<file path="config.mk">
export PLATFORM = sky130hd
export DESIGN_NAME = sahl_eval
export DESIGN_NICKNAME = d
export VERILOG_FILES = /design/src/rtl/sample_aggregation_hash_log_assert.svh /design/src/rtl/sahl_pkg.sv /design/src/rtl/sahl_eval.sv
export SDC_FILE = /design/constraint.sdc
export NUM_CORES = 1
export LEC_CHECK = 0
export BUFFER_PORTS_ARGS = -buffer_cell sky130_fd_sc_hd__buf_2
export CAP_MARGIN = 20
export CORE_AREA = 2 2 577 579
export DETAILED_ROUTE_END_ITERATION = 7
export DIE_AREA = 0 0 579 581
export PLACE_DENSITY = 0.3
export SLEW_MARGIN = 20
export SYNTH_ARGS = -nofsm -noshare
export SYNTH_HDL_FRONTEND = slang
export SYNTH_SLANG_ARGS = --single-unit
export TNS_END_PERCENT = 30
</file>
<file path="constraint.sdc">
create_clock -name vclk -period 15.5
set_input_delay 3.1 -clock vclk [all_inputs]
set_output_delay 3.1 -clock vclk [all_outputs]
set_load 0.02 [all_outputs]
</file>
<file path="src/rtl/sample_aggregation_hash_log_assert.svh">
// ----------------------------------------------------------------------------
// sample_aggregation_hash_log_assert.svh
// Assertion macros for the sample aggregation block. Empty when SYNTH is set.
// ----------------------------------------------------------------------------
`ifndef SAMPLE_AGGREGATION_HASH_LOG_ASSERT_SVH
`define SAMPLE_AGGREGATION_HASH_LOG_ASSERT_SVH
`ifndef SYNTH
// same-cycle implication
`define SAHL_ASSERT_IMP(lbl, ante, cons, msg) \
  lbl: assert property (@(posedge clk) disable iff (!rst_n) (ante) |-> (cons)) \
    else $error(msg);
// next-cycle implication
`define SAHL_ASSERT_NXT(lbl, ante, cons, msg) \
  lbl: assert property (@(posedge clk) disable iff (!rst_n) (ante) |=> (cons)) \
    else $error(msg);
`else
`define SAHL_ASSERT_IMP(lbl, ante, cons, msg)
`define SAHL_ASSERT_NXT(lbl, ante, cons, msg)
`endif
`endif

</file>
<file path="src/rtl/sahl_pkg.sv">
// ----------------------------------------------------------------------------
// sahl_pkg
// Codes, transaction types and the bucket hash of the sample aggregation block.
// ----------------------------------------------------------------------------
package sahl_pkg;

  localparam int unsigned TRACE_FIELDS = 4;
  localparam int unsigned CAP_W        = 21;
  localparam int unsigned SLOT_W       = 20;
  localparam int unsigned FLUSH_W      = 12;
  localparam int unsigned MAX_HASH_W   = 16;

  localparam logic [1:0] KIND_RECORD = 2'd0;
  localparam logic [1:0] KIND_FLUSH  = 2'd1;
  localparam logic [1:0] KIND_CLEAR  = 2'd2;

  localparam logic [2:0] ST_MERGED     = 3'd0;
  localparam logic [2:0] ST_INSERTED   = 3'd1;
  localparam logic [2:0] ST_EVICTED    = 3'd2;
  localparam logic [2:0] ST_FULL       = 3'd3;
  localparam logic [2:0] ST_FLUSHED    = 3'd4;
  localparam logic [2:0] ST_EMPTY      = 3'd5;
  localparam logic [2:0] ST_FLUSH_FAIL = 3'd6;
  localparam logic [2:0] ST_CLEARED    = 3'd7;

  typedef struct packed {
    logic [1:0]                        kind;
    logic [63:0]                       sample_ip;
    logic                              sample_idle;
    logic [TRACE_FIELDS-1:0][63:0]     trace;
    logic [FLUSH_W-1:0]                flush_bucket;
  } item_t;

  typedef struct packed {
    logic [2:0]                        status;
    logic [SLOT_W-1:0]                 log_slot;
    logic [63:0]                       ip;
    logic                              idle;
    logic [TRACE_FIELDS-1:0][63:0]     trace;
    logic [31:0]                       count;
  } result_t;

  // ip ^ idle ^ first depth trace addresses
  function automatic logic [63:0] sahl_hash(item_t it, int unsigned depth);
    logic [63:0] h;
    h = it.sample_ip ^ {63'd0, it.sample_idle};
    for (int unsigned i = 0; i < TRACE_FIELDS; i++) begin
      if (i < depth) h = h ^ it.trace[i];
    end
    return h;
  endfunction

endpackage

</file>
<file path="src/rtl/sahl_eval.sv">
// ----------------------------------------------------------------------------
// sahl_eval
// Bucket update: merge, insert, evict, flush and log fill bookkeeping.
// ----------------------------------------------------------------------------
module sahl_eval import sahl_pkg::*; #(
  parameter int unsigned HASH_BITS   = 12,
  parameter int unsigned TRACE_DEPTH = 4,
  localparam int unsigned ENTRY_W    = 1 + 64 + 1 + 64 * TRACE_DEPTH + 32
) (
  input  item_t              item,
  input  logic [ENTRY_W-1:0] rd_entry,
  input  logic [CAP_W-1:0]   log_fill,
  input  logic [CAP_W-1:0]   log_capacity,
  output result_t            res,
  output logic               wr_en,
  output logic [ENTRY_W-1:0] wr_entry,
  output logic [CAP_W-1:0]   log_fill_nxt
);

  typedef struct packed {
    logic                         valid;
    logic [63:0]                  ip;
    logic                         idle;
    logic [TRACE_DEPTH-1:0][63:0] trace;
    logic [31:0]                  hits;
  } entry_t;

  localparam logic [CAP_W:0] RESERVE = (CAP_W + 1)'(1) << HASH_BITS;

  entry_t                        ent;
  entry_t                        nent;
  entry_t                        went;
  logic [TRACE_DEPTH-1:0][63:0]  tr_in;
  logic [TRACE_FIELDS-1:0][63:0] shown;
  logic                          same;
  logic                          rec_full;
  logic                          flush_full;

  assign ent = entry_t'(rd_entry);

  for (genvar g = 0; g < TRACE_DEPTH; g++) begin : g_tr_in
    if (g < TRACE_FIELDS) begin : g_used
      assign tr_in[g] = item.trace[g];
    end else begin : g_zero
      assign tr_in[g] = '0;
    end
  end

  for (genvar g = 0; g < TRACE_FIELDS; g++) begin : g_shown
    if (g < TRACE_DEPTH) begin : g_used
      assign shown[g] = ent.trace[g];
    end else begin : g_zero
      assign shown[g] = '0;
    end
  end

  assign same = ent.valid && (ent.ip == item.sample_ip) &&
                (ent.idle == item.sample_idle) && (ent.trace == tr_in);

  assign rec_full   = ({1'b0, log_fill} + RESERVE) >= {1'b0, log_capacity};
  assign flush_full = log_fill >= log_capacity;

  always_comb begin
    nent.valid = 1'b1;
    nent.ip    = item.sample_ip;
    nent.idle  = item.sample_idle;
    nent.trace = tr_in;
    nent.hits  = 32'd1;
  end

  always_comb begin
    res          = '0;
    wr_en        = 1'b0;
    went         = ent;
    log_fill_nxt = log_fill;
    case (item.kind)
      KIND_RECORD: begin
        if (same) begin
          wr_en      = 1'b1;
          if (ent.hits != '1) went.hits = ent.hits + 32'd1;
          res.status = ST_MERGED;
        end else if (ent.valid) begin
          if (rec_full) begin
            res.status = ST_FULL;
          end else begin
            res.status   = ST_EVICTED;
            res.log_slot = log_fill[SLOT_W-1:0];
            res.ip       = ent.ip;
            res.idle     = ent.idle;
            res.trace    = shown;
            res.count    = ent.hits;
            log_fill_nxt = log_fill + CAP_W'(1);
            wr_en        = 1'b1;
            went         = nent;
          end
        end else begin
          res.status = ST_INSERTED;
          wr_en      = 1'b1;
          went       = nent;
        end
      end
      KIND_FLUSH: begin
        if (!ent.valid) begin
          res.status = ST_EMPTY;
        end else begin
          wr_en      = 1'b1;
          went.valid = 1'b0;
          res.ip     = ent.ip;
          res.idle   = ent.idle;
          res.trace  = shown;
          res.count  = ent.hits;
          if (flush_full) begin
            res.status = ST_FLUSH_FAIL;
          end else begin
            res.status   = ST_FLUSHED;
            res.log_slot = log_fill[SLOT_W-1:0];
            log_fill_nxt = log_fill + CAP_W'(1);
          end
        end
      end
      KIND_CLEAR: begin
        log_fill_nxt = '0;
        res.status   = ST_CLEARED;
      end
      default: begin
        res.status = ST_EMPTY;
      end
    endcase
  end

  assign wr_entry = ENTRY_W'(went);

endmodule
</file>
==> metrics.txt <==
# TYPE chip_impl_metric gauge
chip_impl_metric{name="pre_cts_slack",unit="ns"} 2.63
chip_impl_metric{name="die_area",unit="sq mm"} 0.336
chip_impl_metric{name="grt_antenna_before_repair",unit=""} 126
chip_impl_metric{name="pins_over_slew_limit",unit=""} 0
chip_impl_metric{name="design.portCount",unit=""} 1483
chip_impl_info{name="synth_most_common_cell",value="sky130_fd_sc_hd__and2_1"} 1
chip_impl_metric{name="fmax",unit="MHz"} 80.2
chip_impl_metric{name="final.clkbuf_count",unit=""} 0
chip_impl_info{name="grt_setup_unrepaired",value="false"} 1
chip_impl_info{name="worst_setup_path_startpoint",value="item[140]"} 1
chip_impl_info{name="holdCritPathClass",value="in -> out"} 1
chip_impl_metric{name="register_share_of_total_power",unit=""} 0
chip_impl_metric{name="yosysTopAreaCellShare",unit=""} 0.204
chip_impl_metric{name="vias_per_cell",unit=""} 3.01
chip_impl_metric{name="final_critical_path_setup_slack",unit="ns"} 3.03
chip_impl_metric{name="count_of_buffers_added_by_post_cts_timing_repair_for_setup",unit=""} 0
chip_impl_metric{name="detailedRoute.firstIterationViolations",unit=""} 1564
chip_impl_info{name="outcome",value="finished clean"} 1
chip_impl_metric{name="vias",unit=""} 23600
chip_impl_metric{name="seq_area",unit="sq um"} 0
chip_impl_info{name="synth_area_leaders",value="sky130_fd_sc_hd__mux2_2, sky130_fd_sc_hd__and2_1, sky130_fd_sc_hd__xnor2_1"} 1
chip_impl_metric{name="cp.arrival",unit="ns"} 9.37
chip_impl_metric{name="fp.dieH",unit="um"} 581
chip_impl_metric{name="drt.antenna.violating_nets",unit=""} 0
chip_impl_metric{name="post-route-drc-count",unit=""} 0
chip_impl_metric{name="synthesized_area_divided_by_synthesized_cell_count",unit="sq um"} 6.82
chip_impl_info{name="worst_setup_start_kind",value="input port"} 1
chip_impl_metric{name="placement.io_buffers",unit=""} 1471
chip_impl_metric{name="final_layout_size_suffix_gt1_frac",unit=""} 0.530
chip_impl_metric{name="globalRouteTotalUtil",unit=""} 0.171
chip_impl_metric{name="drt_pass1_iterations",unit=""} 5
chip_impl_metric{name="via_count_of_the_first_global_routing_pass",unit=""} 23400
chip_impl_metric{name="dp_hpwl",unit="um"} 282000
chip_impl_metric{name="synthesis.nets",unit=""} 2754
chip_impl_metric{name="synth.yosys.warnings",unit=""} 0
chip_impl_metric{name="fp.dieW",unit="um"} 579
chip_impl_info{name="synthDominantAreaCellType",value="sky130_fd_sc_hd__mux2_2"} 1
chip_impl_metric{name="place_congestion",unit=""} 1.04
chip_impl_info{name="worst-setup-path-type",value="in -> out"} 1
chip_impl_metric{name="overflow",unit=""} 0
chip_impl_metric{name="internal-power",unit="mW"} 0.313
chip_impl_metric{name="holdBufCountCts",unit=""} 0
chip_impl_metric{name="initial_core_util",unit=""} 0.0411
chip_impl_metric{name="final_hold_viol_count",unit=""} 0
chip_impl_metric{name="critical_path_required",unit="ns"} 12.40
chip_impl_metric{name="grt_pass1_wl",unit="um"} 351000
chip_impl_metric{name="multi_input_comb_area",unit="sq mm"} 0.0125
chip_impl_metric{name="count_of_standard_cell_rows",unit=""} 211
chip_impl_metric{name="period_share",unit=""} 0.804
chip_impl_metric{name="maxCapViolations",unit=""} 0
chip_impl_info{name="endpoint_kind",value="output pin"} 1
chip_impl_metric{name="syn-instance-count",unit=""} 1988
chip_impl_metric{name="vdd_ir_drop_max",unit="mV"} 0.0126
chip_impl_metric{name="share_clk_of_total_power",unit=""} 0
chip_impl_metric{name="cellLeakagePower",unit="nW"} 11.8
chip_impl_info{name="crit_path_end",value="log_fill_nxt[7]"} 1
chip_impl_metric{name="mappedNetlistArea",unit="sq mm"} 0.0136
chip_impl_metric{name="grt_start_max_net_pins",unit=""} 83
chip_impl_metric{name="placeableCoreArea",unit="sq mm"} 0.330
chip_impl_metric{name="postRouteWirelength",unit="um"} 301000
chip_impl_metric{name="number_of_setup_violations_in_the_final_report",unit=""} 0
chip_impl_metric{name="worst_slew_margin",unit=""} 0.153
chip_impl_metric{name="timing.setup.tns",unit="ns"} 0
chip_impl_metric{name="seq_cells",unit=""} 0
chip_impl_metric{name="finalCriticalPeriod",unit="ns"} 12.47
chip_impl_metric{name="power.switching",unit="mW"} 0.864
chip_impl_metric{name="share_comb_of_total_power",unit=""} 1.000
chip_impl_info{name="synth.cells.most_frequent",value="sky130_fd_sc_hd__and2_1, sky130_fd_sc_hd__mux2_2, sky130_fd_sc_hd__inv_1"} 1
chip_impl_metric{name="number_of_fillers_in_the_final_layout",unit=""} 39300
chip_impl_metric{name="wire_per_inst",unit="um"} 38.5
chip_impl_metric{name="area_growth",unit="%"} 95.8
chip_impl_metric{name="post_cts.resized_instances",unit=""} 0
chip_impl_metric{name="finalNetCount",unit=""} 4152
chip_impl_metric{name="switching_share",unit=""} 0.734
chip_impl_metric{name="cellPowerDensity",unit="mW/mm^2"} 44.3
chip_impl_metric{name="cp_max_fo",unit=""} 19
chip_impl_metric{name="synthDistinctLibCells",unit=""} 67
chip_impl_metric{name="synth.yosys.seq_area_share",unit=""} 0
chip_impl_metric{name="slew_at_the_pin_with_the_worst_max_slew_slack",unit="ns"} 1.26
-- per-stage QoR --
step / instance area (sq um) / instances / hold WS [ns] / power (mW) / utilization
finish: 26600 / 7834 / 6.56 / 1.18 / 0.0805
global route: 26500 / 7813 / 6.59 / 1.24 / 0.0804
CTS: 26300 / 7749 / 6.56 / 1.21 / 0.0798
detailed placement: 26300 / 7749 / 6.56 / 1.21 / 0.0798
global placement: 26300 / 7749 / 6.57 / 1.20 / 0.0798
floorplan: 13600 / 1988 / 6.34 / 0.445 / -
-- cell type report --
type,count,share of cell area
timing repair buffer,1514,0.292
multi-input combinational,1696,0.470
antenna,84,0.00792
tap,4366,0.206
inverter,174,0.0246
-- kinds of logic (layout without fill, tap and decap cells) --
logic type               count (synthesis)  in the layout  synth area share
AO/OA/AOI/OAI                          355            355             0.167
XOR/XNOR                               188            188             0.121
adder cells (fa/ha/maj)                 35             35            0.0323
buffers and inverters                  292           1688            0.0914
multiplexers                           270            270             0.224
other                                    0             84                 0
AND/OR/NAND/NOR                        848            848             0.364
-- power by group through the flow --
stage | Sequential [mW] | Combinational, mW | Clock [mW]
floorplan | 0 | 0.445 | 0
global placement | 0 | 1.21 | 0
detailed placement | 0 | 1.21 | 0
CTS | 0 | 1.21 | 0
global route | 0 | 1.24 | 0.000000426
finish | 0 | 1.18 | 0.000000366
-- layer usage --
layer | GRT usage | part of all wire | up-vias
li1 | - | - | 9936
met1 | 0.171 | 0.35 | 11600
met2 | 0.291 | 0.47 | 1678
met3 | 0.0881 | 0.13 | 359
met4 | 0.0771 | 0.056 | 18
met5 | 0.00545 | 0.0012 | -
-- critical path, stage by stage --
cell and delay [ns]:
sky130_fd_sc_hd__buf_2 0.11, sky130_fd_sc_hd__xnor2_1 0.53, sky130_fd_sc_hd__nand4_1 0.48, sky130_fd_sc_hd__nor4_1 0.60, sky130_fd_sc_hd__nand4_1 0.55, sky130_fd_sc_hd__nor4_1 0.94, sky130_fd_sc_hd__nand4_1 0.83, sky130_fd_sc_hd__buf_4 0.49
sky130_fd_sc_hd__nand4_1 0.27, sky130_fd_sc_hd__nand3_1 0.61, sky130_fd_sc_hd__a22oi_1 0.40, sky130_fd_sc_hd__buf_2 0.41
-- worst min-delay path by stage --
stage / endpoint / cells past startpoint / start
after floorplan: res[368] / 2 / log_fill[15]
after global placement: res[119] / 3 / rd_entry[119]
after detailed placement: res[142] / 3 / rd_entry[142]
after CTS: res[142] / 3 / rd_entry[142]
after global routing: res[142] / 3 / rd_entry[142]
final: res[142] / 3 / rd_entry[142]
-- placed cells by master, fill, tap and decap left out, types with 58 or more instances in the layout --
master / count
sky130_fd_sc_hd__xnor2_1: 126
sky130_fd_sc_hd__mux2_2: 245
sky130_fd_sc_hd__nand2b_1: 66
sky130_fd_sc_hd__buf_2: 1471
sky130_fd_sc_hd__nand4_1: 66
sky130_fd_sc_hd__nand2_1: 59
sky130_fd_sc_hd__and2_1: 294
sky130_fd_sc_hd__nor3_1: 80
sky130_fd_sc_hd__o21ai_0: 139
sky130_fd_sc_hd__nor2b_1: 73
sky130_fd_sc_hd__diode_2: 84
sky130_fd_sc_hd__nor2_1: 58
sky130_fd_sc_hd__inv_1: 174
sky130_fd_sc_hd__xor2_1: 61
Note: power is estimated with default switching activity, not from simulation.
